**src/hw/rtl/rvic_queue.sv**
```systemverilog
// Small register queue between the front and back ends, and on the result side.
// Depends on nothing but its parameters.
module rvic_queue #(
	parameter int Width = 8,
	parameter int Depth = 2
) (
	input logic clk,
	input logic arst_n,
	input logic push,
	input logic [Width-1:0] wdata,
	output logic full,
	input logic pop,
	output logic [Width-1:0] rdata,
	output logic empty
);
	localparam int PtrW = (Depth > 1) ? $clog2(Depth) : 1;

	logic [Width-1:0] slot_q [Depth];
	logic [PtrW-1:0] wr_ptr_q, rd_ptr_q;
	logic [PtrW:0] count_q;
	logic do_push, do_pop;

	assign full = (count_q == (PtrW+1)'(Depth));
	assign empty = (count_q == '0);
	assign do_push = push && !full;
	assign do_pop = pop && !empty;
	assign rdata = slot_q[rd_ptr_q];

	// Pointer and fill count.
	always_ff @(posedge clk or negedge arst_n) begin
		if (!arst_n) begin
			wr_ptr_q <= '0;
			rd_ptr_q <= '0;
			count_q <= '0;
		end else begin
			if (do_push) wr_ptr_q <= (wr_ptr_q == PtrW'(Depth - 1)) ? '0 : wr_ptr_q + 1'b1;
			if (do_pop) rd_ptr_q <= (rd_ptr_q == PtrW'(Depth - 1)) ? '0 : rd_ptr_q + 1'b1;
			count_q <= count_q + (PtrW+1)'(do_push) - (PtrW+1)'(do_pop);
		end
	end

	// Storage slots.
	always_ff @(posedge clk) begin
		if (do_push) slot_q[wr_ptr_q] <= wdata;
	end

`ifndef SYNTHESIS
	a_no_overflow: assert property (@(posedge clk) disable iff (!arst_n)
		full |=> count_q == (PtrW+1)'(Depth) || $past(do_pop))
		else $error("queue count changed while full without a transfer out");
	a_count_track: assert property (@(posedge clk) disable iff (!arst_n)
		(do_push && !do_pop) |=> count_q == $past(count_q) + 1'b1)
		else $error("queue count did not grow on a transfer in");
	a_ptr_eq: assert property (@(posedge clk) disable iff (!arst_n)
		empty |-> wr_ptr_q == rd_ptr_q)
		else $error("empty queue with unequal pointers");
`endif

endmodule

```
**config.mk**
```make
export PLATFORM = sky130hd
export DESIGN_NAME = rvic_queue
export DESIGN_NICKNAME = d
export VERILOG_FILES = /design/src/hw/rtl/rvic_queue.sv
export SDC_FILE = /design/constraint.sdc
export NUM_CORES = 1
export LEC_CHECK = 0
export BUFFER_PORTS_ARGS = -buffer_cell sky130_fd_sc_hd__buf_2
export CORE_MARGIN = 2
export CORE_UTILIZATION = 35
export DETAILED_ROUTE_END_ITERATION = 16
export GPL_ROUTABILITY_DRIVEN = 0
export GPL_TIMING_DRIVEN = 0
export PLACE_DENSITY_LB_ADDON = 0.3
export SETUP_SLACK_MARGIN = 0.5
export SLEW_MARGIN = 5
export SYNTH_ARGS = -nofsm -noshare
export SYNTH_HDL_FRONTEND = slang
export SYNTH_SLANG_ARGS = --single-unit
```
**constraint.sdc**
```tcl
create_clock -name clk -period 1.9 [get_ports clk]
set_input_delay 0.095 -clock clk [delete_from_list [all_inputs] [get_ports clk]]
set_output_delay 0.095 -clock clk [all_outputs]
set_load 0.005 [all_outputs]
```
==> results.py, run 1 <==
metrics = {
    "detailed_routing": {
        "drt_first_iter_violations": 3,
        "drcViolationCount": 0,
        "postRouteAntennaNets": 0,
        "totalWireLength_mm": 1.434,
        "via_count": 504,
        "routed_via_density": 4.308,
        "firstDrtPassIters": 2,
        "wl_per_cell_um": 12.26,
    },
    "clocking": {
        "clkTransAtPathRegs_ns": 0.11,
        "cts_made_buffers": 3,
        "clk_latency_ns": 0.29,
        "clockBufferDepth": 2,
        "htreeDepth": 1,
        "clkSinkCount": 20,
        "root_buffer": "clkbuf_4",
        "cts_tree": "yes",
    },
    "die": {
        "die_y_um": 51.35,
        "core_um2": 2170,
        "io_pins": 22,
        "die_area_um2": 2636,
        "rows": 17,
        "dieWidth_um": 51.35,
        "initial_core_util_pct": 36.16,
    },
    "critical_path": {
        "critPathRequiredTime_ns": 2.08,
        "worstRegToRegCells": 7,
        "cp-start-kind": "flip-flop",
        "cp_max_fo": 3,
        "r2r_slack_ns": 0.45,
        "worst-setup-path-type": "reg -> reg",
        "cp.arrival_ns": 1.63,
        "cp-startpoint": "count_q[1]",
        "critPathCaptureType": "flip-flop",
        "r2r-start": "count_q[1]",
        "endpoint": "count_q[1]",
        "r2r_end": "count_q[1]",
    },
    "logic_synthesis": {
        "synth_top_area_share_pct": 61.24,
        "ys_ff_latch": 20,
        "syn_area_um2": 784.5,
        "synth_fp_nets": 57,
        "yosysSeqAreaShare_pct": 74.00,
        "synth.area.top_cells": "edfxtp_1, dfrtp_1, mux2_2, xnor2_1, ha_1",
        "yosysUniqueCellTypes": 14,
        "syn_inst": 43,
        "syn_avg_cell_area_um2": 18.24,
        "yosysWarnings": 0,
        "synth_top_cell_by_area": "edfxtp_1",
    },
    "grt": {
        "grt_overflow_total": 0,
        "track_usage_pct": 11.24,
        "grt_max_degree": 12,
        "grt_pass1_vias": 549,
        "antenna_found_initial": 0,
        "grt_pass1_wl_mm": 2.166,
    },
    "hold_path": {
        "min_path_type": "in -> async",
    },
    "timing": {
        "fin_crit_ns": 1.447,
        "finalCritPeriodShare_pct": 76.16,
        "rsz0062_at_grt": "yes",
        "final.setup.worst_slack_ns": 0.4530,
        "tns_ns": 0,
        "skew_ns": 0.006106,
        "worstMarginPinSlew_ns": 0.2728,
        "timing.fmax_ghz": 0.6911,
        "slew_violations": 0,
        "slew_headroom_pct": 81.77,
        "setup_violations": 0,
        "hold_viol": 0,
    },
    "final_layout": {
        "syn2layout_area_growth_pct": 55.34,
        "layout.nets": 104,
        "drive_above_1_share_pct": 58.43,
        "n_fill_cell": 192,
        "num_antenna_cells": 0,
        "layout_common_cells": "buf_2, edfxtp_1, buf_6",
        "layout_commonest_cell": "buf_2",
    },
    "pwr": {
        "power.density_nw_per_um2": 1363,
        "leakage_nw": 0.5278,
        "ir_drop_uv": 745.2,
    },
    "placement": {
        "port-buffer-count": 21,
        "preCtsSetupSlack_ns": 0.3134,
        "dp_hpwl_um": 822.5,
    },
    "run_status": {
        "outcome": "complete, no violations",
    },
    "flow_run": {
        "maxCapViolCount": 0,
    },
}
-- state kept, by name, indices dropped and copies added (netlist names) --
| name | flops |
|---|---|
| slot_q | 16 |
| count_q | 2 |
| rd_ptr_q | 1 |
| wr_ptr_q | 1 |
-- repair_timing --
action | in CTS | in global routing
gates resized for setup | 3 | 18
endpoints found under the hold margin | 20 | 0
endpoints found under the setup margin | 9 | 24
buffers inserted | 8 | 3
pin swaps | 5 | 3
hold buffers | 9 | 0
gates cloned | 0 | 1
-- power breakdown --
part           internal (W)  switching, W
Sequential         0.000613     0.0000653
Clock             0.0000762      0.000116
Combinational      0.000501      0.000290
-- layout make-up --
| cell class | instances | area (µm²) | share of cell area (%) |
|---|---|---|---|
| clock buffer | 3 | 22.52 | 1.848 |
| clock inverter | 1 | 3.754 | 0.3080 |
| buffer | 1 | 11.26 | 0.9240 |
| sequential | 20 | 580.6 | 47.64 |
| timing repair buffer | 42 | 329.1 | 27.00 |
| inverter | 2 | 7.507 | 0.6160 |
| multi-input combinational | 20 | 229.0 | 18.79 |
| tap | 28 | 35.03 | 2.875 |
-- worst min-delay path by stage --
stage	slack, ns	depth (start not counted)	endpoint
2_1_floorplan	-0.20	0	count_q[0]
3_3_place_gp	-0.09	1	wr_ptr_q
3_5_place_dp	-0.09	1	wr_ptr_q
4_1_cts	0.12	2	wr_ptr_q
5_1_grt	0.11	2	wr_ptr_q
6_report	0.13	2	wr_ptr_q
-- Yosys cell counts (all sizes together) --
cell and count:
edfxtp 16, mux2 8, xnor2 3, nor2b 1, nand2 1, xor2 1
buf 1, nand2b 1, ha 2, inv 2, and3 1, nor2 2
dfrtp 4
-- kinds of logic (layout without fill, tap and decap cells) --
| family | count (synthesis) | count (layout) | synth area share [%] |
|---|---|---|---|
| adders and majority gates | 2 | 2 | 3.189 |
| DFF | 20 | 20 | 74.00 |
| muxes | 8 | 8 | 11.48 |
| buffers and inverters | 3 | 49 | 2.393 |
| and+or+nand+nor | 6 | 6 | 4.467 |
| xor gates and xnor gates | 4 | 4 | 4.467 |
-- metrics by stage --
stage | hold slack [ns] | area, µm² | instances | utilization (%) | power (W)
after global placement | -0.09237 | 927.1 | 92 | 42.73 | 0.001148
after CTS | 0.1165 | 1116 | 113 | 51.44 | 0.001471
final | 0.1295 | 1219 | 117 | 56.17 | 0.001661
after detailed placement | -0.09025 | 927.1 | 92 | 42.73 | 0.001160
after global routing | 0.1149 | 1219 | 117 | 56.17 | 0.001771
after floorplan | -0.2006 | 787.0 | 43 | - | 0.0009913
-- routing by layer --
layer	global-route usage, %	wire [µm]
met3	2.924	66
met4	3.947	0
met1	11.95	594
met2	21.21	772
met5	0	0
-- worst max-delay path: stages, from the launching register on --
cell and delay, ns:
dfrtp_1 0.43, nand2b_1 0.12, nand2_2 0.06, ha_1 0.27
inv_1 0.04, ha_2 0.17, xnor2_2 0.13, xnor2_1 0.12
Note: power is estimated with default switching activity, not from simulation.
==> run 2, diff against run 1 <==
--- a/config.mk
+++ b/config.mk
@@ -5,6 +5,7 @@
 export SDC_FILE = /design/constraint.sdc
 export NUM_CORES = 1
 export LEC_CHECK = 0
+export ABC_AREA = 1
 export BUFFER_PORTS_ARGS = -buffer_cell sky130_fd_sc_hd__buf_2
 export CORE_MARGIN = 2
 export CORE_UTILIZATION = 35
==> constraint.sdc (replaced) <==
create_clock -name clk -period 1.4 [get_ports clk]
set_input_delay 0.07 -clock clk [delete_from_list [all_inputs] [get_ports clk]]
set_output_delay 0.07 -clock clk [all_outputs]
set_load 0.005 [all_outputs]
==> run 2 against run 1 <==
Net effect:
- clock skew rose by 0.0031 ns
- global-route usage rose by 1.9 points
- synthesized cell count rose by 74%
- fmax rose by 8.2%
- critical path depth rose by 2
- hold slack got worse by 0.11 ns
- clock power rose by 140%
- area after synthesis rose by 4.9%
- worst setup slack got worse by 0.39 ns
- combinational power rose by 50%
- core utilization rose by 1.4 points
==> results.py, run 2 <==
metrics = {
    "grt": {
        "grt_overflow_total": 0,
        "antenna_found_initial": 0,
        "track_usage_pct": 13.17,
        "grt_pass1_wl_mm": 2.532,
        "grt_max_degree": 13,
        "grt_pass1_vias": 606,
    },
    "pwr": {
        "power.density_nw_per_um2": 2003,
        "ir_drop_uv": 1272,
        "leakage_nw": 0.5944,
        "p_total_w": 0.002551,
    },
    "detailed_routing": {
        "postRouteAntennaNets": 0,
        "firstDrtPassIters": 4,
        "drt_first_iter_violations": 8,
        "drcViolationCount": 0,
        "totalWireLength_mm": 1.704,
        "via_count": 657,
        "routed_via_density": 4.500,
        "wl_per_cell_um": 11.67,
    },
    "timing": {
        "tns_ns": 0,
        "hold_viol": 0,
        "slew_headroom_pct": 82.23,
        "finalCritPeriodShare_pct": 95.50,
        "timing.fmax_ghz": 0.7480,
        "worstMarginPinSlew_ns": 0.2659,
        "rsz0062_at_grt": "yes",
        "slew_violations": 0,
        "skew_ns": 0.009234,
        "fin_hold_ws_ns": 0.01708,
        "fin_crit_ns": 1.337,
        "setup_violations": 0,
    },
    "logic_synthesis": {
        "synthArstFlopShare_pct": 20.00,
        "synth_common_cells": "nand2_1, edfxtp_1, inv_1",
        "synth_edf_count": 16,
        "yosysWarnings": 0,
        "syn_area_um2": 823.3,
        "yosysSeqAreaShare_pct": 70.52,
        "synth_fp_nets": 89,
        "syn_avg_cell_area_um2": 10.98,
        "synth_top_area_share_pct": 58.36,
        "synthFlopType": "edfxtp_1",
        "yosysMostFrequentCell": "nand2_1",
        "ys_ff_latch": 20,
        "syn_inst": 75,
        "synth.area.top_cells": "edfxtp_1, nand2_1, dfrtp_1, inv_1, ha_1",
        "synth_top_cell_by_area": "edfxtp_1",
        "yosysUniqueCellTypes": 11,
    },
    "die": {
        "die_y_um": 52.50,
        "initial_core_util_pct": 37.22,
        "dieWidth_um": 52.50,
        "core_um2": 2212,
        "die_area_um2": 2756,
        "io_pins": 22,
        "rows": 17,
    },
    "final_layout": {
        "top_regs": "slot_q x16, count_q x2",
        "regMostFlops": "slot_q",
        "largest_reg_flops": 16,
        "layout.nets": 133,
        "layout_common_cells": "nand2_1, buf_2, edfxtp_1",
        "drive_above_1_share_pct": 50.85,
        "num_antenna_cells": 0,
        "layout_commonest_cell": "nand2_1",
        "syn2layout_area_growth_pct": 54.71,
    },
    "critical_path": {
        "cp-start-kind": "flip-flop",
        "cp.arrival_ns": 1.55,
        "r2r_slack_ns": 0.06,
        "r2r-start": "count_q[1]",
        "critPathCaptureType": "flip-flop",
        "worst-setup-path-type": "reg -> reg",
        "cp_max_fo": 3,
        "worstRegToRegCells": 9,
        "critPathRequiredTime_ns": 1.61,
        "r2r_end": "count_q[1]",
    },
    "flow_run": {
        "maxCapViolCount": 0,
    },
    "clocking": {
        "clk_latency_ns": 0.30,
        "clkTransAtPathRegs_ns": 0.12,
        "clockBufferDepth": 2,
        "htreeDepth": 1,
        "clkSinkCount": 20,
        "cts_made_buffers": 3,
        "cts_tree": "yes",
        "root_buffer": "clkbuf_4",
    },
    "hold_path": {
        "min_path_type": "in -> reg",
        "holdCritStartpoint": "pop",
        "min_path_cells": 3,
        "whs_endpoint": "rd_ptr_q",
    },
    "placement": {
        "port-buffer-count": 21,
        "dp_hpwl_um": 999.1,
    },
    "run_status": {
        "outcome": "complete, no violations",
    },
}
-- run 2: through the flow --
stage	instances	setup slack (ns)	area, µm²	utilization, %
2_1_floorplan	75	0.1170	828.3	-
3_3_place_gp	124	0.05550	968.4	43.78
3_5_place_dp	124	0.03613	968.4	43.78
4_1_cts	144	0.09710	1225	55.37
5_1_grt	146	0.02025	1274	57.58
6_report	146	0.06307	1274	57.58
-- run 2: metal layers --
metal | track usage, % | vias to the layer above | wire length, µm
met3 | 5.429 | 6 | 102
met4 | 4.701 | 0 | 34
met5 | 0 | - | 0
li1 | - | 325 | -
met1 | 13.10 | 302 | 641
met2 | 24.17 | 24 | 926
-- run 2: report_power, final --
part           switching [W]  internal, W  leakage [nW]  total [W]
logic               0.000640     0.000547         0.370    0.00119
registers          0.0000713     0.000827         0.197   0.000899
clock network       0.000176     0.000289        0.0279   0.000465
-- run 2: kinds of logic (layout without fill, tap and decap cells) --
| logic type | count (synthesis) | count (layout) | share of synthesized area [%] |
|---|---|---|---|
| simple gates | 41 | 41 | 19.76 |
| flops | 20 | 20 | 70.52 |
| buf+inv | 12 | 55 | 6.687 |
| fa+ha+maj | 2 | 2 | 3.039 |
-- run 2: what timing repair did --
item / in CTS / in global routing
resized for setup: 18 / 10
gates cloned: 2 / 0
endpoints found under the hold margin: 20 / 0
setup endpoints to repair: 28 / 30
setup buffers: 5 / 2
hold buffers: 9 / 0
pin swaps: 8 / 6
-- run 2: critical path: stages (launching register included) --
cell and delay (ns):
dfrtp_1 0.43, inv_2 0.08, nand2_2 0.05, nand2_2 0.08, inv_2 0.05, ha_4 0.26
inv_4 0.03, ha_4 0.15, nand3_2 0.06, nand2_1 0.05
-- run 2: area by class of cell --
cell class              count  area (µm²)
flip-flops and latches     20       580.6
plain buffers               1       11.26
clock inverters             1       30.03
fillers                   201       938.4
clock buffers               3       22.52
multi-input cells          43       272.8
well taps                  28       35.03
inverters                  11       56.30
repair inverters            1       8.758
repair buffers             38       256.5
-- run 2: worst max-delay path by stage --
| stage | from | to | slack [ns] | cells past startpoint |
|---|---|---|---|---|
| after floorplan | count_q[1] | count_q[1] | 0.12 | 10 |
| after global placement | count_q[1] | count_q[1] | 0.06 | 10 |
| after detailed placement | count_q[1] | count_q[1] | 0.04 | 10 |
| after CTS | count_q[1] | count_q[1] | 0.1 | 10 |
| after global routing | count_q[1] | count_q[1] | 0.02 | 9 |
| final | count_q[1] | count_q[1] | 0.06 | 9 |
