===== src/hw/rtl/rvic_pkg.sv =====
// Package for the RV64I integer core: widths, opcodes, decode types and helpers.
// Used by the decode and execute modules and the top level; depends on nothing.
package rvic_pkg;

	localparam int XLEN = 64;
	localparam int DefRegCount = 32;
	localparam logic [63:0] BootReset = 64'h0000_0000_8000_0000;
	localparam logic [63:0] StackReset = 64'h0000_0000_8800_0000;
	localparam int QueueDepth = 2;

	// Configuration register indexes.
	localparam logic CFG_BOOT = 1'b0;
	localparam logic CFG_STACK = 1'b1;

	// Major opcodes.
	localparam logic [6:0] OP_REG = 7'h33;
	localparam logic [6:0] OP_REGW = 7'h3b;
	localparam logic [6:0] OP_IMM = 7'h13;
	localparam logic [6:0] OP_IMMW = 7'h1b;
	localparam logic [6:0] OP_LUI = 7'h37;
	localparam logic [6:0] OP_AUIPC = 7'h17;
	localparam logic [6:0] OP_JAL = 7'h6f;
	localparam logic [6:0] OP_JALR = 7'h67;
	localparam logic [6:0] OP_BRANCH = 7'h63;
	localparam logic [6:0] OP_LOAD = 7'h03;
	localparam logic [6:0] OP_STORE = 7'h23;

	localparam logic [6:0] F7_ZERO = 7'h00;
	localparam logic [6:0] F7_ALT = 7'h20;

	// Operation classes chosen by the decoder.
	typedef enum logic [3:0] {
		ALU_ADD, ALU_SUB, ALU_SLL, ALU_SLT, ALU_SLTU, ALU_XOR, ALU_SRL, ALU_SRA,
		ALU_OR, ALU_AND, ALU_PASSB
	} alu_op_t;

	typedef enum logic [2:0] {
		CLS_ALU, CLS_BRANCH, CLS_JAL, CLS_JALR, CLS_LOAD, CLS_STORE, CLS_ILLEGAL,
		CLS_LRET
	} cls_t;

	// Decoded item passed from the front to the back.
	typedef struct packed {
		cls_t cls;
		alu_op_t alu_op;
		logic word_op;
		logic a_is_pc;
		logic b_is_imm;
		logic [2:0] funct3;
		logic [4:0] rd;
		logic [4:0] rs1;
		logic [4:0] rs2;
		logic [63:0] imm;
		logic [63:0] load_data;
	} dec_t;

	function automatic logic [63:0] size_mask(input logic [1:0] sz);
		case (sz)
			2'd0: size_mask = 64'h0000_0000_0000_00ff;
			2'd1: size_mask = 64'h0000_0000_0000_ffff;
			2'd2: size_mask = 64'h0000_0000_ffff_ffff;
			default: size_mask = '1;
		endcase
	endfunction

endpackage


===== src/hw/rtl/rvic_decode.sv =====
// Front end of the integer core: classifies each input item and builds its immediate.
// Depends on rvic_pkg.
module rvic_decode (
	input logic kind,
	input logic [31:0] instr_word,
	input logic [63:0] load_data,
	output rvic_pkg::dec_t dec
);
	import rvic_pkg::*;

	logic [6:0] op;
	logic [2:0] f3;
	logic [6:0] f7;
	logic [63:0] immi, imms, immb, immj, immu;

	assign op = instr_word[6:0];
	assign f3 = instr_word[14:12];
	assign f7 = instr_word[31:25];
	assign immi = {{52{instr_word[31]}}, instr_word[31:20]};
	assign imms = {{52{instr_word[31]}}, instr_word[31:25], instr_word[11:7]};
	assign immb = {{51{instr_word[31]}}, instr_word[31], instr_word[7], instr_word[30:25],
		instr_word[11:8], 1'b0};
	assign immj = {{43{instr_word[31]}}, instr_word[31], instr_word[19:12], instr_word[20],
		instr_word[30:21], 1'b0};
	assign immu = {{32{instr_word[31]}}, instr_word[31:12], 12'h000};

	// Mask-and-match decode of the instruction word.
	always_comb begin
		dec = '0;
		dec.cls = CLS_ALU;
		dec.alu_op = ALU_ADD;
		dec.funct3 = f3;
		dec.rd = instr_word[11:7];
		dec.rs1 = instr_word[19:15];
		dec.rs2 = instr_word[24:20];
		dec.load_data = load_data;
		if (kind) begin
			dec.cls = CLS_LRET;
		end else begin
			case (op)
				OP_REG: begin
					if (f7 == F7_ZERO) begin
						case (f3)
							3'd0: dec.alu_op = ALU_ADD;
							3'd1: dec.alu_op = ALU_SLL;
							3'd2: dec.alu_op = ALU_SLT;
							3'd3: dec.alu_op = ALU_SLTU;
							3'd4: dec.alu_op = ALU_XOR;
							3'd5: dec.alu_op = ALU_SRL;
							3'd6: dec.alu_op = ALU_OR;
							default: dec.alu_op = ALU_AND;
						endcase
					end else if (f7 == F7_ALT && f3 == 3'd0) begin
						dec.alu_op = ALU_SUB;
					end else if (f7 == F7_ALT && f3 == 3'd5) begin
						dec.alu_op = ALU_SRA;
					end else begin
						dec.cls = CLS_ILLEGAL;
					end
				end
				OP_REGW: begin
					dec.word_op = 1'b1;
					if (f7 == F7_ZERO && f3 == 3'd0) dec.alu_op = ALU_ADD;
					else if (f7 == F7_ZERO && f3 == 3'd1) dec.alu_op = ALU_SLL;
					else if (f7 == F7_ZERO && f3 == 3'd5) dec.alu_op = ALU_SRL;
					else if (f7 == F7_ALT && f3 == 3'd0) dec.alu_op = ALU_SUB;
					else if (f7 == F7_ALT && f3 == 3'd5) dec.alu_op = ALU_SRA;
					else dec.cls = CLS_ILLEGAL;
				end
				OP_IMM: begin
					dec.b_is_imm = 1'b1;
					dec.imm = immi;
					case (f3)
						3'd0: dec.alu_op = ALU_ADD;
						3'd2: dec.alu_op = ALU_SLT;
						3'd3: dec.alu_op = ALU_SLTU;
						3'd4: dec.alu_op = ALU_XOR;
						3'd6: dec.alu_op = ALU_OR;
						3'd7: dec.alu_op = ALU_AND;
						3'd1: begin
							dec.alu_op = ALU_SLL;
							if (instr_word[31:26] != 6'h00) dec.cls = CLS_ILLEGAL;
						end
						default: begin
							if (instr_word[31:26] == 6'h00) dec.alu_op = ALU_SRL;
							else if (instr_word[31:26] == 6'h10) dec.alu_op = ALU_SRA;
							else dec.cls = CLS_ILLEGAL;
						end
					endcase
				end
				OP_IMMW: begin
					dec.b_is_imm = 1'b1;
					dec.word_op = 1'b1;
					dec.imm = immi;
					if (f3 == 3'd0) dec.alu_op = ALU_ADD;
					else if (f3 == 3'd1 && f7 == F7_ZERO) dec.alu_op = ALU_SLL;
					else if (f3 == 3'd5 && f7 == F7_ZERO) dec.alu_op = ALU_SRL;
					else if (f3 == 3'd5 && f7 == F7_ALT) dec.alu_op = ALU_SRA;
					else dec.cls = CLS_ILLEGAL;
				end
				OP_LUI: begin
					dec.alu_op = ALU_PASSB;
					dec.b_is_imm = 1'b1;
					dec.imm = immu;
				end
				OP_AUIPC: begin
					dec.a_is_pc = 1'b1;
					dec.b_is_imm = 1'b1;
					dec.imm = immu;
				end
				OP_JAL: begin
					dec.cls = CLS_JAL;
					dec.imm = immj;
				end
				OP_JALR: begin
					dec.cls = (f3 == 3'd0) ? CLS_JALR : CLS_ILLEGAL;
					dec.imm = immi;
				end
				OP_BRANCH: begin
					dec.cls = (f3 == 3'd2 || f3 == 3'd3) ? CLS_ILLEGAL : CLS_BRANCH;
					dec.imm = immb;
				end
				OP_LOAD: begin
					dec.cls = (f3 == 3'd7) ? CLS_ILLEGAL : CLS_LOAD;
					dec.imm = immi;
				end
				OP_STORE: begin
					dec.cls = f3[2] ? CLS_ILLEGAL : CLS_STORE;
					dec.imm = imms;
				end
				default: dec.cls = CLS_ILLEGAL;
			endcase
		end
	end

endmodule


===== config.mk =====
export PLATFORM = sky130hd
export DESIGN_NAME = rvic_decode
export DESIGN_NICKNAME = d
export VERILOG_FILES = /design/src/hw/rtl/rvic_pkg.sv /design/src/hw/rtl/rvic_decode.sv
export SDC_FILE = /design/constraint.sdc
export NUM_CORES = 1
export LEC_CHECK = 0
export BUFFER_PORTS_ARGS = -buffer_cell sky130_fd_sc_hd__buf_4
export CORE_AREA = 2 2 99 101
export DETAILED_ROUTE_END_ITERATION = 8
export DIE_AREA = 0 0 101 103
export MAX_ROUTING_LAYER = met4
export SYNTH_ARGS = -nofsm -noshare
export SYNTH_HDL_FRONTEND = slang
export SYNTH_SLANG_ARGS = --single-unit

===== constraint.sdc =====
create_clock -name vclk -period 3.45
set_clock_uncertainty 0.1 [all_clocks]
set_input_delay 0.345 -clock vclk [all_inputs]
set_output_delay 0.345 -clock vclk [all_outputs]
set_load 0.03 [all_outputs]

==> impl_results.md, run 1 <==
* Final Util at 23.4%
* Register area at 0 sq um
* Fin. Hold Viols at 0
* Post_cts resized at 0
* Die width at 101 um
* RePlAce Congestion at 0.853
* Sequential share of the synthesized area at 0%
* Largest cells by area after synthesis: buf_4 (42%), nand2_1 (5.9%), a21oi_1 (5.6%)
* Setup_tns at 0 ns
* Die area at 10400 sq um
* Met3 global-route usage at 1.83%
* Fmax at 360 MHz
* Busiest layer in global routing: met2
* Dpl hpwl at 5.82 mm
* Syn_area_per_cell at 6.43 sq um
* Flop pwr share at 0%
* Pin count of the biggest net entering global routing at 34
* Clock power share at 0%
* Starting Density at 21.5%
* Global Route Usage Sum at 12.2%
* Area leader, netlist: buf_4
* WP data required at 3.00 ns
* CP startpoint: instr_word[3]
* Post-synth top cells: buf_4 (114), nand2_1 (32), a21oi_1 (23)
* Final setup violation count at 0
* Slew Viols, Final at 0
* Syn Nets at 414
* Period utilization at 80.6%
* FFs & Latches at 0
* Crit path launch type: input port
* Int Pwr at 0.0000732 W
* # IOs at 253
* Routing usage on met2 at 21.1%
* Worst slew pin tran at 0.736 ns
* Final antenna-violating net count at 0
* Yosys cell types at 51
* Row count at 36
* Hold_buf cts at 0
* Vias in the first global route at 1722
* Critical path fanouts, max at 33
* Hold Path Class: input port to output port
* Post-CTS Setup Repair Bufs at 0
* Via count at 2030
* Leak at 0.919 nW
* Power per cell area at 86.2 nW/um^2
* Switching Power at 0.000118 W
* Yosys warnings at 0
* Crit path kind: input port to output port
* Grt ovf at 0
* Post-Syn Area at 2040 sq um
* Crit. End Element: output port
* Comb power frac at 100.0%
* # diodes at 0
* Die height at 103 um
* RSZ-0062 raised after global routing: false
* Top-count cell post-synth: buf_4
* Mapped Cells at 317
* Fin crit period at 2.78 ns
* Worst EP arrival at 2.34 ns
* DRC errors left at 0
* IO buf count at 125
* Critical path endpoint: dec[127]
* Area share of the largest cell type after synthesis at 42.0%
* Max VDD drop at 0.0348 mV
* Layout cell share with drive strength beyond 1 at 45.6%
* Outcome: complete, no violations
* Initial antenna violation count at 0
* Core footprint at 9460 sq um
* M1 GR Usage at 15.7%
* Max_cap viols at 0
* Global-route wire length before repair at 9.75 mm
* Final #Nets at 415
* Slew headroom at 50.9%
* Initial drt markers at 162
* WL/cell at 16.3 um
* Final WL at 7.02 mm
* Avg Vias per Cell at 4.72
* TritonRoute pass-1 iters at 4
* Sw Share at 61.7%
* CLK BUF at 0
* Syn-to-layout area delta at 8.78%
## per-layer routing
layer / vias to the layer above / wire (um)
met5: - / 0
met4: 0 / 35
met3: 6 / 757
met2: 135 / 3420
met1: 923 / 2810
li1: 966 / -
## power groups by stage
stage          logic (W)  registers [W]  clock network, W
3_5_place_dp    0.000192              0                 0
2_1_floorplan   0.000265              0                 0
3_3_place_gp    0.000192              0                 0
5_1_grt         0.000206              0                 0
4_1_cts         0.000192              0                 0
6_report        0.000191              0                 0
## per-stage QoR
stage / setup WS, ns / power, W / cell area (sq um) / hold slack (ns) / std cells
floorplan: 0.352 / 0.000265 / 2040 / 0.722 / 317
global placement: 0.724 / 0.000192 / 2220 / 0.590 / 430
detailed placement: 0.654 / 0.000192 / 2220 / 0.590 / 430
CTS: 0.653 / 0.000192 / 2220 / 0.590 / 430
global route: 0.475 / 0.000206 / 2220 / 0.590 / 430
finish: 0.669 / 0.000191 / 2220 / 0.590 / 430
## area by class of cell
type | count | area, sq um
Inverter | 3 | 11.3
Tap cell | 114 | 143
Timing Repair Buffer | 130 | 976
Fill cell | 1083 | 7240
Multi-Input combinational cell | 183 | 1090
## worst max-delay path, cell delays in order
cell and delay, ns:
buf_4 0.15, nand4bb_1 0.19, buf_4 0.18, o32a_1 0.36, a21o_1 0.40, nor2_2 0.17
buf_4 0.30, buf_4 0.22
## worst min-delay path by stage
stage	from	end	slack, ns	cells past startpoint
after CTS	load_data[25]	dec[25]	0.59	0
after detailed placement	load_data[25]	dec[25]	0.59	0
after global routing	load_data[50]	dec[50]	0.59	0
after floorplan	load_data[0]	dec[0]	0.72	1
after global placement	load_data[25]	dec[25]	0.59	0
final	load_data[0]	dec[0]	0.59	0
## cell families after synthesis
group           synth area share [%]
compound gates                  21.8
mux                            0.491
simple gates                    29.7
xor+xnor                        1.29
buf+inv                         46.8
## cell usage in the layout, fill, tap and decap left out, types with 3 or more instances in the layout
cell        n
buf_4     130
nand2_1    32
a21oi_1    23
nor2_1     15
a21oi_2    11
nand2b_1    9
nor3_1      9
o21ai_0     8
nand3_1     7
nor2b_1     6
and2_1      6
nand3b_1    4
o21a_1      4
nor4_1      4
or3_1       4
nor3b_1     3
inv_1       3
Power figures use the tool's default switching activity.
==> inputs of run 2 (changes only) <==
--- a/config.mk
+++ b/config.mk
@@ -5,10 +5,11 @@
 export SDC_FILE = /design/constraint.sdc
 export NUM_CORES = 1
 export LEC_CHECK = 0
+export ABC_AREA = 1
 export BUFFER_PORTS_ARGS = -buffer_cell sky130_fd_sc_hd__buf_4
-export CORE_AREA = 2 2 99 101
+export CORE_AREA = 2 2 98 100
 export DETAILED_ROUTE_END_ITERATION = 8
-export DIE_AREA = 0 0 101 103
+export DIE_AREA = 0 0 100 102
 export MAX_ROUTING_LAYER = met4
 export SYNTH_ARGS = -nofsm -noshare
 export SYNTH_HDL_FRONTEND = slang
==> constraint.sdc (replaced) <==
create_clock -name vclk -period 2.43
set_clock_uncertainty 0.1 [all_clocks]
set_input_delay 0.243 -clock vclk [all_inputs]
set_output_delay 0.243 -clock vclk [all_outputs]
set_load 0.03 [all_outputs]
==> run 2 against run 1 <==
Synthesized cell count up 20%. Sequential cell count unchanged. Routed wire length fell by 8.9%. Cell area up 5.8%. Total power rose by 46%. Worst setup slack got worse by 0.35 ns. Combinational power rose by 46%. Die area fell by 2.0%. Non-clock buffer count fell by 3.
==> impl_results.md, run 2 <==
* Hold Path Class: input port to output port (unchanged)
* IO buf count at 125 (unchanged)
* Final setup violation count at 0 (unchanged)
* Yosys warnings at 0 (unchanged)
* CP max stage delay at 0.19 ns (was 0.40 ns)
* Mapped Cells at 381 (was 317)
* Syn Nets at 478 (was 414)
* Cell mode on critical path: nand2_1 (was buf_4)
* Die area at 10200 sq um (was 10400 sq um)
* Final #Nets at 487 (was 415)
* Worst slew pin tran at 0.408 ns (was 0.736 ns)
* Grt ovf at 0 (unchanged)
* Hold Path Origin: load_data[0] (unchanged)
* Post-CTS Setup Repair Bufs at 0 (unchanged)
* Slew headroom at 72.8% (was 50.9%)
* TritonRoute pass-1 iters at 4 (unchanged)
* RePlAce Congestion at 0.900 (was 0.853)
* Slew Viols, Final at 0 (unchanged)
* Layout cell share with drive strength beyond 1 at 41.0% (was 45.6%)
* Dpl cell area at 2350 sq um (was 2220 sq um)
* Crit path kind: input port to output port (unchanged)
* Post_cts resized at 0 (unchanged)
* Fmax at 473 MHz
* # diodes at 0 (unchanged)
* Crit. End Element: output port (unchanged)
* Power per cell area at 119 nW/um^2 (was 86.2 nW/um^2)
* Initial antenna violation count at 0 (unchanged)
* WL/cell at 12.8 um (was 16.3 um)
* Sequential share of the synthesized area at 0% (unchanged)
* Syn_area_per_cell at 5.56 sq um (was 6.43 sq um)
* Final WL at 6.40 mm (was 7.02 mm)
* Core footprint at 9110 sq um (was 9460 sq um)
* Yosys cell types at 27 (was 51)
* Setup_tns at 0 ns (unchanged)
* RSZ-0062 raised after global routing: false (unchanged)
* Outcome: complete, no violations (unchanged)
* Max_cap viols at 0 (unchanged)
* Period utilization at 87.0%
* Starting Density at 23.3% (was 21.5%)
* Commonest non-fill, non-tap cell in the layout: buf_4 (unchanged)
* Syn-to-layout area delta at 10.7% (was 8.78%)
* Hold depth at 0 (unchanged)
* WP data required at 2.09 ns (was 3.00 ns)
* Vias in the first global route at 2006 (was 1722)
* Avg Vias per Cell at 4.35 (was 4.72)
* Dpl hpwl at 5.34 mm (was 5.82 mm)
* Global-route wire length before repair at 9.67 mm (was 9.75 mm)
* # IOs at 253 (unchanged)
* Area leader, netlist: buf_4 (unchanged)
* FFs & Latches at 0 (unchanged)
* Layout fillers at 1051 (was 1083)
* Leak at 1.30 nW (was 0.919 nW)
* Leading cell types in the layout, fill and taps excluded: buf_4 (126), nand2_1 (81), nor2_1 (59) (was buf_4 (130), nand2_1 (32), a21oi_1 (23))
* Fin crit period at 2.11 ns
* Post-synth top cells: buf_4 (114), nand2_1 (81), nor2_1 (59) (was buf_4 (114), nand2_1 (32), a21oi_1 (23))
* Pin count of the biggest net entering global routing at 34 (unchanged)
* Post-Syn Area at 2120 sq um (was 2040 sq um)
* Slowest cell on crit path: nor2_2 (was a21o_1)
* Die height at 102 um (was 103 um)
* Crit path cell chain: buf_4 -> inv_2 -> nand2_1 -> nor2_2 -> nand2_1 -> nand2_1 -> inv_1 -> nand3_4 -> nand2_2 -> a21oi_4 -> buf_12 -> buf_4 (was buf_4 -> nand4bb_1 -> buf_4 -> o32a_1 -> a21o_1 -> nor2_2 -> buf_4 -> buf_4)
* CLK BUF at 0 (unchanged)
* Worst EP arrival at 1.77 ns (was 2.34 ns)
* Via count at 2170 (was 2030)
* DRC errors left at 0 (unchanged)
* Initial drt markers at 111 (was 162)
* Fin. Hold Viols at 0 (unchanged)
* Hold Path End: dec[0] (unchanged)
* Largest cells by area after synthesis: buf_4 (40%), nand2_1 (14%), nor2_1 (10%) (was buf_4 (42%), nand2_1 (5.9%), a21oi_1 (5.6%))
* Max VDD drop at 0.0307 mV (was 0.0348 mV)
* Top-count cell post-synth: buf_4 (unchanged)
* Register area at 0 sq um (unchanged)
* Area share of the largest cell type after synthesis at 40.4% (was 42.0%)
* Die width at 100 um (was 101 um)
* Crit path launch type: input port (unchanged)
* Hold_buf cts at 0 (unchanged)
* Row count at 35 (was 36)
* Global Route Usage Sum at 11.6% (was 12.2%)
* Critical path fanouts, max at 33 (unchanged)
* Final antenna-violating net count at 0 (unchanged)
* Final instance area at 2350 sq um (was 2220 sq um)
run 2: cell types whose count changed in the layout (fill, tap and decap cells not counted), moves of 6 or more:
| cell | change |
|---|---|
| nand2b_1 | -9 |
| a21oi_1 | -18 |
| nand3_1 | +23 |
| nor2b_1 | -6 |
| and2_1 | -6 |
| nor2_1 | +44 |
| inv_1 | +29 |
| nor3_1 | -6 |
| nand2_1 | +49 |
run 2: layer usage:
metal | track usage (%) | up-vias | routed length, um
met5 | - | - | 0
met3 | 1.50 | 12 | 398
met4 | 1.37 | 0 | 72
met1 | 13.5 | 1003 | 2590
li1 | - | 1089 | -
met2 | 22.0 | 66 | 3330
run 2: power by group:
group | switching (W) | internal (W) | leakage (nW)
Sequential | 0 | 0 | 0
Combinational | 0.000178 | 0.000100 | 1.30
Clock | 0 | 0 | 0
Total | 0.000178 | 0.000100 | 1.30
run 2: final cells by class:
type	count	area, sq um	share of cell area, %
repair buffers	127	966	41.2
well taps	111	139	5.92
multi-input cells	225	1110	47.1
inverters	36	135	5.76
run 2: worst max-delay path, delay by kind of cell:
| kind | cells | cell delay, ns |
|---|---|---|
| compound gates | 1 | 0.17 |
| simple gates | 6 | 0.71 |
| buf+inv | 5 | 0.65 |
run 2: worst max path at each step:
| stage | slack (ns) | startpoint | cells past startpoint | to |
|---|---|---|---|---|
| 6_report | 0.32 | instr_word[2] | 12 | dec[114] |
| 5_1_grt | 0.16 | instr_word[2] | 12 | dec[123] |
| 4_1_cts | 0.33 | instr_word[2] | 12 | dec[104] |
| 3_5_place_dp | 0.33 | instr_word[2] | 12 | dec[104] |
| 3_3_place_gp | 0.40 | instr_word[2] | 12 | dec[102] |
| 2_1_floorplan | 0.22 | instr_word[2] | 10 | dec[100] |
run 2: per-stage QoR:
stage | setup slack [ns] | power (W) | cells | utilization (%) | hold WS, ns
finish | 0.316 | 0.000279 | 499 | 25.8 | 0.386
floorplan | 0.222 | 0.000380 | 381 | - | 0.498
CTS | 0.327 | 0.000281 | 499 | 25.8 | 0.386
global route | 0.158 | 0.000300 | 499 | 25.8 | 0.386
global placement | 0.395 | 0.000278 | 499 | 25.8 | 0.386
detailed placement | 0.332 | 0.000280 | 499 | 25.8 | 0.386
run 2: logic make-up after synthesis:
family / share of synthesized area [%]
AND/OR/NAND/NOR: 41.6
AO/OA/AOI/OAI: 10.1
buffers and inverters: 48.3
==> inputs of run 3 (changes only) <==
==> constraint.sdc (replaced) <==
create_clock -name vclk -period 2.43
set_clock_uncertainty 0.1 [all_clocks]
set_input_delay 0.6075 -clock vclk [all_inputs]
set_output_delay 0.6075 -clock vclk [all_outputs]
set_load 0.03 [all_outputs]
==> run 3 against run 2 <==
The run now ends with setup timing left. Combinational power up 48%. Non-clock buffer count increased by 69. Sequential cell count did not move. Die area stayed put. Via count rose by 18%. Routed wire length rose by 26%. Maximum frequency is 19% lower.
==> impl_results.md, run 3 (synthesized netlist as in run 2, its figures left out) <==
* Slew headroom at 80.5% (was 72.8%)
* Fin. Hold Viols at 0 (unchanged)
* Die area at 10200 sq um (unchanged)
* Tot Pwr at 0.000414 W (was 0.000279 W)
* Hold Path Origin: load_data[32] (was load_data[0])
* CP max stage delay at 0.16 ns (was 0.19 ns)
* Max VDD drop at 0.0781 mV (was 0.0307 mV)
* Max_cap viols at 0 (unchanged)
* IO buf count at 125 (unchanged)
* Die width at 100 um (unchanged)
* Layout cell share with drive strength beyond 1 at 65.4% (was 41.0%)
* FFs & Latches at 0 (unchanged)
* Placed insts at 552 (was 499)
* Die height at 102 um (unchanged)
* Hold Path End: dec[32] (was dec[0])
* Placement Setup Slack at -0.233 ns (was 0.332 ns)
* Outcome: finished with violations (was complete, no violations)
* Period utilization at 108% (was 87.0%)
* Row count at 35 (unchanged)
* Crit path cell chain: buf_6 -> inv_6 -> nand2_4 -> nor2_4 -> nand2_2 -> nand2_2 -> inv_2 -> nand3_4 -> nand2_4 -> a21oi_4 -> buf_6 -> clkbuf_16 -> buf_6 (was buf_4 -> inv_2 -> nand2_1 -> nor2_2 -> nand2_1 -> nand2_1 -> inv_1 -> nand3_4 -> nand2_2 -> a21oi_4 -> buf_12 -> buf_4)
* # IOs at 253 (unchanged)
* Final WL at 8.04 mm (was 6.40 mm)
* Worst EP arrival at 1.91 ns (was 1.77 ns)
* Final antenna-violating net count at 0 (unchanged)
* Initial antenna violation count at 0 (unchanged)
* Violated checks: setup timing
* Dpl hpwl at 6.24 mm (was 5.34 mm)
* Leading cell types in the layout, fill and taps excluded: buf_4 (121), nand2_1 (62), buf_6 (50) (was buf_4 (126), nand2_1 (81), nor2_1 (59))
* RSZ-0062 raised after global routing: true (was false)
* Fmax at 381 MHz (was 473 MHz)
* Slowest cell on crit path: nor2_4 (was nor2_2)
* Hold Path Class: input port to output port (unchanged)
* Core footprint at 9110 sq um (unchanged)
* Fin cells at 570 (was 499)
* # diodes at 0 (unchanged)
* Starting Density at 23.3% (unchanged)
* RePlAce Congestion at 0.889 (was 0.900)
* Avg Vias per Cell at 4.48 (was 4.35)
* Hold Slack at 1.12 ns (was 0.386 ns)
* TritonRoute pass-1 iters at 4 (unchanged)
* WP data required at 1.72 ns (was 2.09 ns)
* Initial drt markers at 127 (was 111)
* Vias in the first global route at 2412 (was 2006)
* Cell mode on critical path: buf_6 (was nand2_1)
* Final setup violation count at 69 (was 0)
* Crit path launch type: input port (unchanged)
* Crit. End Element: output port (unchanged)
* Met3 routed wirelength at 761 um (was 398 um)
* Grt ovf at 0 (unchanged)
* Metal1 wirelength at 3.07 mm (was 2.59 mm)
* Via count at 2555 (was 2170)
* PnR worst setup slack at -0.192 ns (was 0.316 ns)
* Global-route wire length before repair at 11.8 mm (was 9.67 mm)
* Final Util at 40.3% (was 25.8%)
* WL/cell at 14.1 um (was 12.8 um)
* Fin crit period at 2.62 ns (was 2.11 ns)
* Syn-to-layout area delta at 73.3% (was 10.7%)
* Commonest non-fill, non-tap cell in the layout: buf_4 (unchanged)
* Final #Nets at 558 (was 487)
* Slew Viols, Final at 0 (unchanged)
* Critical path fanouts, max at 8 (was 33)
* Crit path kind: input port to output port (unchanged)
* Register area at 0 sq um (unchanged)
* Global Route Usage Sum at 14.4% (was 11.6%)
* Pin count of the biggest net entering global routing at 17 (was 34)
* Power per cell area at 113 nW/um^2 (was 119 nW/um^2)
* Leak at 1.82 nW (was 1.30 nW)
* Worst slew pin tran at 0.292 ns (was 0.408 ns)
* Layout fillers at 952 (was 1051)
* DR top layer: met4 (unchanged)
* Hold depth at 0 (unchanged)
* Met2 WL at 4.17 mm (was 3.33 mm)
* DRC errors left at 0 (unchanged)
* CLK BUF at 0 (unchanged)
==> run 3: per-stage QoR <==
| stage | area (sq um) | setup TNS [ns] |
|---|---|---|
| floorplan | 2220 | -12.30 |
| global placement | 2830 | -12.24 |
| detailed placement | 2830 | -13.44 |
| CTS | 3330 | -7.54 |
| global route | 3670 | -15.02 |
| finish | 3670 | -9.59 |
==> run 3: power breakdown <==
group / leakage, nW / internal [W] / total [W] / switching, W
logic: 1.82 / 0.000183 / 0.000414 / 0.000230
registers: 0 / 0 / 0 / 0
clock network: 0 / 0 / 0 / 0
total: 1.82 / 0.000183 / 0.000414 / 0.000230
==> run 3: what timing repair did <==
item / 4_1_cts / 5_1_grt
resized for setup: 104 / 74
pin swaps: 15 / 10
hold buffers: 0 / 0
gates cloned: 4 / 1
setup endpoints to repair: 72 / 72
setup buffers: 9 / 4
==> run 3: per-layer routing <==
layer,GRT usage [%],vias to the layer above
li1,-,1238
met1,17.9,1158
met2,25.7,151
met3,2.26,8
met4,0.843,0
met5,-,-
==> run 3: critical path: cells and delay by family <==
kind            cells  cell delay, ns
buf+inv             6            0.65
compound gates      1            0.15
simple gates        6            0.50
==> run 3: how the worst max path moves through the flow <==
stage | start | end | cells past startpoint
after floorplan | instr_word[4] | dec[100] | 10
after detailed placement | instr_word[4] | dec[113] | 12
after CTS | instr_word[4] | dec[103] | 13
final | instr_word[2] | dec[126] | 13
after global routing | instr_word[4] | dec[114] | 13
after global placement | instr_word[27] | dec[155] | 10
==> run 3: layout make-up <==
cell class | instances | area (sq um) | share of cell area, %
inverter | 36 | 161 | 4.39
multi-input combinational | 227 | 1470 | 39.9
tap | 111 | 139 | 3.78
timing repair buffer | 196 | 1910 | 51.9
